`src/hw/rtl/rtyv_pkg.sv`:
```
`default_nettype none

package rtyv_pkg;

	localparam int DIM_REG_W = 13;
	localparam int PIX_W     = 8;

	// register indexes
	localparam logic CFG_WIDTH  = 1'b0;
	localparam logic CFG_HEIGHT = 1'b1;

	localparam logic [DIM_REG_W-1:0] WIDTH_RST  = 13'd1920;
	localparam logic [DIM_REG_W-1:0] HEIGHT_RST = 13'd1080;

	// chroma plane codes
	localparam logic [1:0] KIND_NONE = 2'd0;
	localparam logic [1:0] KIND_CB   = 2'd1;
	localparam logic [1:0] KIND_CR   = 2'd2;

	// bt.601 weights, 8 fractional bits
	localparam logic signed [17:0] C_Y_R  = 18'sd66;
	localparam logic signed [17:0] C_Y_G  = 18'sd129;
	localparam logic signed [17:0] C_Y_B  = 18'sd25;
	localparam logic signed [17:0] C_CB_R = 18'sd38;
	localparam logic signed [17:0] C_CB_G = 18'sd74;
	localparam logic signed [17:0] C_CB_B = 18'sd112;
	localparam logic signed [17:0] C_CR_R = 18'sd112;
	localparam logic signed [17:0] C_CR_G = 18'sd94;
	localparam logic signed [17:0] C_CR_B = 18'sd18;
	localparam logic signed [17:0] C_RND  = 18'sd128;
	localparam logic [PIX_W-1:0]   Y_OFS  = 8'd16;
	localparam logic [PIX_W-1:0]   C_OFS  = 8'd128;

	typedef struct packed {
		logic [1:0] kind;
		logic       frame_end;
	} pos_tag_t;

endpackage

`default_nettype wire

```
`src/hw/rtl/rtyv_pos.sv`:
```
`default_nettype none

module rtyv_pos import rtyv_pkg::*; #(
	parameter int MAX_DIM = 4096
) (
	input  wire                  clk,
	input  wire                  arst_n,
	input  wire                  cfg_we,
	input  wire                  cfg_index,
	input  wire [DIM_REG_W-1:0]  cfg_data,
	input  wire                  step,
	output pos_tag_t             tag
);

	localparam int CW = $clog2(MAX_DIM);

	// effective size minus one: zero counts as one, large values clamp
	function automatic logic [CW-1:0] eff_last(input logic [DIM_REG_W-1:0] v);
		logic [CW-1:0] r;
		if (v == '0)
			r = '0;
		else if (32'(v) > 32'(MAX_DIM))
			r = CW'(MAX_DIM - 1);
		else
			r = CW'(v - 13'd1);
		return r;
	endfunction

	logic [DIM_REG_W-1:0] width_q;
	logic [DIM_REG_W-1:0] height_q;
	logic [CW-1:0]        col_q;
	logic [CW-1:0]        row_q;
	logic [CW-1:0]        w_last;
	logic [CW-1:0]        h_last;
	logic                 last_col;
	logic [DIM_REG_W-1:0] new_height;

	assign w_last     = eff_last(width_q);
	assign h_last     = eff_last(height_q);
	assign last_col   = col_q >= w_last;
	assign new_height = (cfg_index == CFG_HEIGHT) ? cfg_data : height_q;

	always_ff @(posedge clk or negedge arst_n) begin
		if (!arst_n) begin
			width_q  <= WIDTH_RST;
			height_q <= HEIGHT_RST;
			col_q    <= '0;
			row_q    <= eff_last(HEIGHT_RST);
		end else if (cfg_we) begin
			if (cfg_index == CFG_WIDTH)
				width_q <= cfg_data;
			else
				height_q <= cfg_data;
			// any write restarts the frame
			col_q <= '0;
			row_q <= eff_last(new_height);
		end else if (step) begin
			if (last_col) begin
				col_q <= '0;
				row_q <= (row_q == '0) ? h_last : row_q - 1'b1;
			end else begin
				col_q <= col_q + 1'b1;
			end
		end
	end

	always_comb begin
		if (col_q[0])
			tag.kind = KIND_NONE;
		else if (row_q[0])
			tag.kind = KIND_CR;
		else
			tag.kind = KIND_CB;
		tag.frame_end = last_col && (row_q == '0);
	end

endmodule

`default_nettype wire

```
`src/hw/rtl/rtyv_csc.sv`:
```
`default_nettype none

module rtyv_csc import rtyv_pkg::*; (
	input  wire [PIX_W-1:0]  blue,
	input  wire [PIX_W-1:0]  green,
	input  wire [PIX_W-1:0]  red,
	input  wire [1:0]        kind,
	output logic [PIX_W-1:0] luma,
	output logic [PIX_W-1:0] chroma
);

	logic signed [17:0] b_s;
	logic signed [17:0] g_s;
	logic signed [17:0] r_s;
	logic signed [17:0] sum_y;
	logic signed [17:0] sum_cb;
	logic signed [17:0] sum_cr;

	assign b_s = signed'({10'b0, blue});
	assign g_s = signed'({10'b0, green});
	assign r_s = signed'({10'b0, red});

	assign sum_y  = C_Y_R * r_s + C_Y_G * g_s + C_Y_B * b_s + C_RND;
	assign sum_cb = C_CB_B * b_s - C_CB_R * r_s - C_CB_G * g_s + C_RND;
	assign sum_cr = C_CR_R * r_s - C_CR_G * g_s - C_CR_B * b_s + C_RND;

	// floor shift by 8 then mod 256 is just bits 15:8 of the two's complement sum
	assign luma = sum_y[15:8] + Y_OFS;

	always_comb begin
		case (kind)
			KIND_CB: chroma = sum_cb[15:8] + C_OFS;
			KIND_CR: chroma = sum_cr[15:8] + C_OFS;
			default: chroma = '0;
		endcase
	end

endmodule

`default_nettype wire

```
`src/hw/rtl/rgb_to_yuv420_pixel_stream_unit.sv`:
```
// an item goes from the input register to the result register, where it is offered to the receiver
// throughput: one item per cycle while the receiver does not stall, set by the single input and result register pair
// a full result register with stall high holds the next item in the input register
// reset: frame size returns to 1920 x 1080, counters to column 0 with the row counter at height minus one,
// both pipeline stages empty
`default_nettype none

module rgb_to_yuv420_pixel_stream_unit import rtyv_pkg::*; #(
	parameter int MAX_DIM = 4096
) (
	input  wire                 clk,
	input  wire                 arst_n,
	input  wire                 cfg_we,
	input  wire                 cfg_index,
	input  wire [DIM_REG_W-1:0] cfg_data,
	input  wire                 pix_valid,
	output logic                pix_stall,
	input  wire [PIX_W-1:0]     blue,
	input  wire [PIX_W-1:0]     green,
	input  wire [PIX_W-1:0]     red,
	output logic                res_valid,
	input  wire                 res_stall,
	output logic [PIX_W-1:0]    luma,
	output logic [PIX_W-1:0]    chroma,
	output logic [1:0]          chroma_kind,
	output logic                frame_end
);

	logic             adv_s1;
	logic             adv_s2;
	logic             accept;
	pos_tag_t         tag;

	logic             valid_s1;
	logic [PIX_W-1:0] blue_s1;
	logic [PIX_W-1:0] green_s1;
	logic [PIX_W-1:0] red_s1;
	pos_tag_t         tag_s1;

	logic             valid_s2;
	logic [PIX_W-1:0] luma_s2;
	logic [PIX_W-1:0] chroma_s2;
	logic [1:0]       kind_s2;
	logic             frame_end_s2;

	logic [PIX_W-1:0] luma_c;
	logic [PIX_W-1:0] chroma_c;

	assign adv_s2    = !valid_s2 || !res_stall;
	assign adv_s1    = !valid_s1 || adv_s2;
	assign pix_stall = !adv_s1;
	assign accept    = pix_valid && adv_s1;

	rtyv_pos #(
		.MAX_DIM (MAX_DIM)
	) u_pos (
		.clk       (clk),
		.arst_n    (arst_n),
		.cfg_we    (cfg_we),
		.cfg_index (cfg_index),
		.cfg_data  (cfg_data),
		.step      (accept),
		.tag       (tag)
	);

	rtyv_csc u_csc (
		.blue   (blue_s1),
		.green  (green_s1),
		.red    (red_s1),
		.kind   (tag_s1.kind),
		.luma   (luma_c),
		.chroma (chroma_c)
	);

	always_ff @(posedge clk or negedge arst_n) begin
		if (!arst_n) begin
			valid_s1 <= 1'b0;
			valid_s2 <= 1'b0;
		end else begin
			if (adv_s1)
				valid_s1 <= pix_valid;
			if (adv_s2)
				valid_s2 <= valid_s1;
		end
	end

	always_ff @(posedge clk) begin
		if (accept) begin
			blue_s1  <= blue;
			green_s1 <= green;
			red_s1   <= red;
			tag_s1   <= tag;
		end
		if (adv_s2 && valid_s1) begin
			luma_s2      <= luma_c;
			chroma_s2    <= chroma_c;
			kind_s2      <= tag_s1.kind;
			frame_end_s2 <= tag_s1.frame_end;
		end
	end

	assign res_valid   = valid_s2;
	assign luma        = luma_s2;
	assign chroma      = chroma_s2;
	assign chroma_kind = kind_s2;
	assign frame_end   = frame_end_s2;

endmodule

`default_nettype wire

```
`config.mk`:
```
export PLATFORM = sky130hd
export DESIGN_NAME = rgb_to_yuv420_pixel_stream_unit
export DESIGN_NICKNAME = d
export VERILOG_FILES = /design/src/hw/rtl/rtyv_pkg.sv /design/src/hw/rtl/rtyv_pos.sv /design/src/hw/rtl/rtyv_csc.sv /design/src/hw/rtl/rgb_to_yuv420_pixel_stream_unit.sv
export SDC_FILE = /design/constraint.sdc
export NUM_CORES = 1
export LEC_CHECK = 0
export BUFFER_PORTS_ARGS = -buffer_cell sky130_fd_sc_hd__buf_4
export CAP_MARGIN = 30
export CORE_MARGIN = 2
export CORE_UTILIZATION = 58
export CTS_CLUSTER_DIAMETER = 50
export DETAILED_ROUTE_END_ITERATION = 12
export MAX_ROUTING_LAYER = met4
export PLACE_DENSITY_LB_ADDON = 0.05
export SYNTH_ARGS = -nofsm -noshare
export SYNTH_HDL_FRONTEND = slang
export SYNTH_SLANG_ARGS = --single-unit
```
`constraint.sdc`:
```
create_clock -name clk -period 5.9 [get_ports clk]
set_input_delay 1.77 -clock clk [delete_from_list [all_inputs] [get_ports clk]]
set_output_delay 1.77 -clock clk [all_outputs]
set_load 0.1 [all_outputs]
```
* Word-level counts from Yosys, hierarchy flattened
Index checks and enable logic that the tools add are counted.
W data, S select, Z words.
** Cells by class
- $add $sub $neg :: 17
- Bitwise logic cells :: 1
- Reduce and logical (&&, ||, !) cells :: 17
- Eq/ne operators :: 2
- $mul :: 9
- Muxes and demuxes :: 16
- Order comparisons :: 4
** Operator list (count)
- $mux W12 :: 13
- $sub A16 B16 Y16 :: 4
- $add A16 B9 Y16 const B :: 3
- $sub A12 B1 Y12 const B :: 4
- $mul A6 B8 Y14 const A :: 3
- $gt A13 B13 Y1 const B :: 3
- $logic_not A13 Y1 :: 3
- $add A16 B16 Y16 :: 2
- $mul A5 B8 Y13 const A :: 2
- $mul A3 B8 Y11 const A :: 2
- $add A8 B8 Y8 const B :: 2
- $mul A8 B8 Y16 const A :: 1
- $pmux W8 S2 :: 1
- $mux W13 :: 1
- $add A12 B1 Y12 const B :: 1
- $ge A12 B12 Y1 :: 1
- $logic_not A12 Y1 :: 1
- $mul A4 B8 Y12 const A :: 1
- $add A8 B5 Y8 const B :: 1
- $logic_not A1 Y1 :: 4
- $reduce_and A2 Y1 :: 2
- $reduce_bool A2 Y1 :: 2
- $logic_and A1 B1 Y1 :: 3
- $eq A2 B1 Y1 const B :: 1
- 4 further kinds :: 5
** Storage, ports and cells
- Logic and storage cells :: 81
- Output and inout port bits :: 21
- Input port bits :: 43
- Register bits after elaboration :: 98

* Longest topological paths before layout
- Word-level depth :: 7
- Gate-level depth with buffers :: 25

* Hierarchy
From an unflattened synthesis, not the netlist that was laid out.
** Unflattened totals
- Cells, all modules :: 1340
- Area total of the unflattened synthesis :: 12934.9 um2
** Modules (own cells, without submodules)
- rtyv_csc :: cells each 786, area each 7221.9 um2, sequential area each 0.0 um2, instances 1
- rtyv_pos :: cells each 500, area each 4239.1 um2, sequential area each 1268.7 um2, instances 1
- rgb_to_yuv420_pixel_stream_unit :: cells each 54, area each 1473.9 um2, sequential area each 1431.4 um2, instances 1

* Worst setup path before layout
Ideal clock, no wire load.
- Path kind :: flip-flop to flip-flop
- From :: register green_s1[3]
- To :: register chroma_s2[7] (netlist: chroma[7]), data pin
- Clock period less this slack :: 5.848 ns
- Data required time :: 5.635 ns
- Setup slack :: 0.052 ns
- Arrival time :: 5.583 ns
- Setup time :: 0.265 ns
- Path buffers :: 0
- Cell stages (with the launch flop) :: 25
- Cells stage by stage :: edfxtp_1 -> inv_1 -> fa_1 -> inv_1 -> ha_1 -> fa_1 -> inv_1 -> fa_1 -> nor2b_1 -> o21ai_0 -> a21boi_0 -> o21ai_0 -> a21boi_0 -> o21ai_0 -> nand2_1 -> xnor2_1 -> fa_1 -> inv_1 -> ha_1 -> ha_1 -> nor2b_1 -> a311o_1 -> o31ai_1 -> xnor2_1 -> o32ai_1
** Between the ends
- Longest elaborated chain between the ends :: 6
** Ends and longest elaborated chain
- start, declared :: line rgb_to_yuv420_pixel_stream_unit.sv:36 : logic [PIX_W-1:0] green_s1;
- start signal, assigned :: line rgb_to_yuv420_pixel_stream_unit.sv:90 : green_s1 <= green;
- $mul A6 B8 Y14 :: line rtyv_csc.sv:25 : assign sum_cr = C_CR_R * r_s - C_CR_G * g_s - C_CR_B * b_s + C_RND;
- $sub A16 B16 Y16 (2 in a row) :: line rtyv_csc.sv:25
- $add A16 B9 Y16 :: line rtyv_csc.sv:25
- $add A8 B8 Y8 :: line rtyv_csc.sv:33 : KIND_CR: chroma = sum_cr[15:8] + C_OFS;
- $pmux W8 S2 (*) :: line rtyv_csc.sv:31 : case (kind)
- net chroma_c[7] :: line rgb_to_yuv420_pixel_stream_unit.sv:47 : logic [PIX_W-1:0] chroma_c;
- end signal, assigned :: line rgb_to_yuv420_pixel_stream_unit.sv:96 : chroma_s2 <= chroma_c;
- end, declared :: line rgb_to_yuv420_pixel_stream_unit.sv:42 : logic [PIX_W-1:0] chroma_s2;
Mark *: on every way through the listed nets, which the timed path passes. The rest lies on a longest branch.
A chain may end at the register's enable or synchronous reset.

* Final worst setup path
- From :: register green_s1[4]
- To :: register chroma_s2[7] (netlist: chroma[7]), data pin
The elaborated chain is that of the path after synthesis.

==> impl_metrics.tcl <==
set metrics [dict create \
    synthToLayoutAreaGrowth_pct 15.08 \
    portBuffers 63 \
    grt_pass1_wl_mm 47.70 \
    final_hold_viol_count 0 \
    cts_tree "done" \
    drc 0 \
    gp_congestion 0.9009 \
    start_kind "flip-flop" \
    worst_slack_ps 168.0 \
    period_needed_ps 5732 \
    antenna_found_initial 0 \
    grt_max_degree 53 \
    power_density_nw_per_um2 552.1 \
    rows 54 \
    synth_top_area_share_pct 25.19 \
    drv_cap 0 \
    yosysTopAreaCell "ha_1" \
    dr.pass1.iters 5 \
    final_area_um2 14580 \
    vias 9625 \
    post_drt_via_cell_ratio 5.599 \
    diodes 0 \
    die_h_um 151.8 \
    path_class "reg2reg" \
    cp-end-kind "flip-flop" \
    async_reset_ff_share_pct 53.06 \
    holdBufCountCts 0 \
    drt_wl_total_mm 29.76 \
    relSlewSlack_pct 48.25 \
    synth.area.top_cells "ha_1 25%, fa_1 13%, edfxtp_1 11%" \
    yosysWarningCount 0 \
    final_util_pct 67.42 \
    setup_viol 0 \
    finalMaxSlewViolations 0 \
    drive_gt1_share_pct 18.42 \
    cts_inserted_buffers 9 \
    ioPinCount 64 \
    worstPathArrival_ps 5830 \
    drtIter0Drc 294 \
    stdcell_count 1719 \
    fmax_mhz 174.5 \
    ys_ff_latch 98 \
    postSynthCellCount 1304 \
    period_share_pct 97.15 \
    grt_pass1_vias 9771 \
    crit_family "adder cells" \
    power_leakage_nw 7.132 \
    synth_ff_type "edfxtp_1" \
    skew_ps 9.993 \
    grt_use_total_pct 27.44 \
    clockBufferDepth 2 \
    wl_met2_mm 15.77 \
    place_ws_ps -283.5 \
    hp-class "reg2reg" \
    dieArea_um2 23040 \
    worstPathMaxFanout 3 \
    wl_per_cell_um 17.31 \
    critPathMaxStageDelay_ps 560 \
    cts-root-buf "clkbuf_16" \
    synth-edff-count 46 \
    dpl_cell_area_um2 13870 \
    tightest_slew_ps 770.5 \
    synth.distinct_cells 74 \
    ys_seq_area_share_pct 21.32 \
    syn-num-nets 1682 \
    dp_cells 1691 \
    cp.required_ps 6000 \
    dp_hpwl_mm 24.45 \
    htreeDepth 3 \
    crit_path_top_delay_cell "fa_1" \
    netlist_area_um2 12670 \
    num-fill-cells 1758 \
    drtAntennaViolNets 0 \
    die_w_um 151.8 \
    avgSynthCellArea_um2 9.714 \
    clk_pin_slew_worst_paths_ps 70 \
    layout.nets 1812 \
    clock_latency_ps 360 \
    status "finished clean" \
    wl_met3_um 718 \
    start_util_pct 58.59 \
    clock-sinks 98 \
    ir_worst_vdd_uv 387.7 \
    worstPathBufferInverterCount 7 \
    highest_layer "met4" \
    critical_path.cell_chain "buf_6 -> fa_1 -> fa_1 -> inv_1 -> fa_1 -> inv_1 -> ha_4 -> buf_4 -> inv_1 -> o21ai_2 -> a21oi_2 -> buf_4 -> xnor2_2 -> fa_1 -> inv_1 -> ha_4 -> ha_4 -> o21a_1 -> o21ai_1 -> a31oi_1 -> a311o_1 -> o31ai_2 -> xnor2_1 -> o32ai_2" \
    core_area_um2 21620 \
    m1WireLength_mm 12.48 \
    grt_remaining_overflow 0 \
]
worst paths after layout:
check,slack [ps],end,depth (start not counted),startpoint
setup / recovery,170,chroma[7],24,green_s1[4]
hold / removal,440,frame_end,0,tag_s1[0]
setup reg to reg,170,chroma[7],24,green_s1[4]
hold reg to reg,440,frame_end,0,tag_s1[0]
max in group asynchronous,3990,u_pos.height_q[7],1,arst_n
min in group asynchronous,1440,u_pos.col_q[8],1,arst_n
where the power goes:
group / leakage, nW / total (mW) / internal [mW] / switching (mW)
clock: 0.153 / 0.620 / 0.321 / 0.298
combinational: 5.92 / 6.36 / 2.88 / 3.48
sequential: 1.06 / 1.07 / 0.949 / 0.118
cell usage after synthesis, drive strengths merged, types with 3 or more instances:
master,instances
a2111oi,3
a211oi,5
a21boi,5
a21o,18
a21oi,78
a22oi,6
a31oi,6
and3,4
buf,13
clkbuf,7
dfrtp,38
dfstp,14
edfxtp,46
fa,80
ha,255
inv,209
maj3,3
mux2,34
mux2i,18
nand2,44
nand2b,11
nand3,21
nand3b,3
nand4,5
nor2,82
nor2b,12
nor3,29
nor3b,6
nor4,11
o211ai,4
o21a,10
o21ai,37
o21bai,20
o22ai,12
o31ai,4
o32ai,4
or2,3
or3,5
or4,5
xnor2,65
xor2,41
routing by layer:
| metal | global-route usage (%) | vias up |
|---|---|---|
| met4 | 8.287 | 0 |
| met5 | - | - |
| li1 | - | 4781 |
| met3 | 3.024 | 39 |
| met1 | 32.01 | 4688 |
| met2 | 49.75 | 117 |
worst register-to-register path, stage by stage (launching register included):
cell and delay (ps):
edfxtp_1 430, buf_6 160, fa_1 490, fa_1 490
inv_1 60, fa_1 540, inv_1 70, ha_4 270
buf_4 110, inv_1 40, o21ai_2 150, a21oi_2 90
buf_4 140, xnor2_2 140, fa_1 560, inv_1 80
ha_4 280, ha_4 190, o21a_1 90, o21ai_1 130
a31oi_1 80, a311o_1 350, o31ai_2 290, xnor2_1 180
o32ai_2 110
state kept, by name (all words and copies together) (netlist names), 3 cells and up:
register	flops
u_pos.height_q	13
blue_s1	8
red_s1	8
chroma	8
tag_s1	3
u_pos.width_q	13
u_pos.col_q	12
u_pos.row_q	12
green_s1	8
luma	8
layout by cell type (no fill, tap or decap), drive strengths merged, types with 20 or more instances in the layout:
cell and count:
ha 255, inv 213, buf 139, nor2 82, fa 80, a21oi 78
xnor2 65, edfxtp 46, nand2 44, xor2 41, dfrtp 38, o21ai 37
mux2 34, nor3 29, nand3 21, o21bai 20
repair_timing:
action | in CTS | in global routing
pin swaps | 10 | 40
resized for setup | 8 | 51
buffers inserted | 3 | 9
setup endpoints to repair | 4 | 6
through the flow:
| stage | power (mW) | hold slack, ps | setup TNS, ps |
|---|---|---|---|
| after floorplan | 5.209 | 400.3 | 0 |
| after global placement | 6.755 | 409.4 | -334.0 |
| after detailed placement | 6.886 | 417.8 | -573.8 |
| after CTS | 7.587 | 435.1 | 0 |
| after global routing | 8.840 | 434.3 | -84.69 |
| final | 8.048 | 438.6 | 0 |
cell type report:
cell class,instances,area (um^2),area share (%)
multi-input combinational,977,9389,64.41
clock inverter,5,53.80,0.3691
clock buffer,11,252.7,1.734
timing repair buffer,139,1047,7.184
tap,280,350.3,2.403
inverter,209,784.5,5.382
sequential,98,2700,18.52
cell families after synthesis:
logic type      Yosys count  synth area share [%]
simple gates            249                 9.838
mux                      52                 4.474
xor+xnor                106                 7.329
buf+inv                 229                 7.023
compound gates          232                 11.95
fa+ha+maj               338                 38.07
flops                    98                 21.32
No activity file was read; power rests on OpenSTA's default activity.
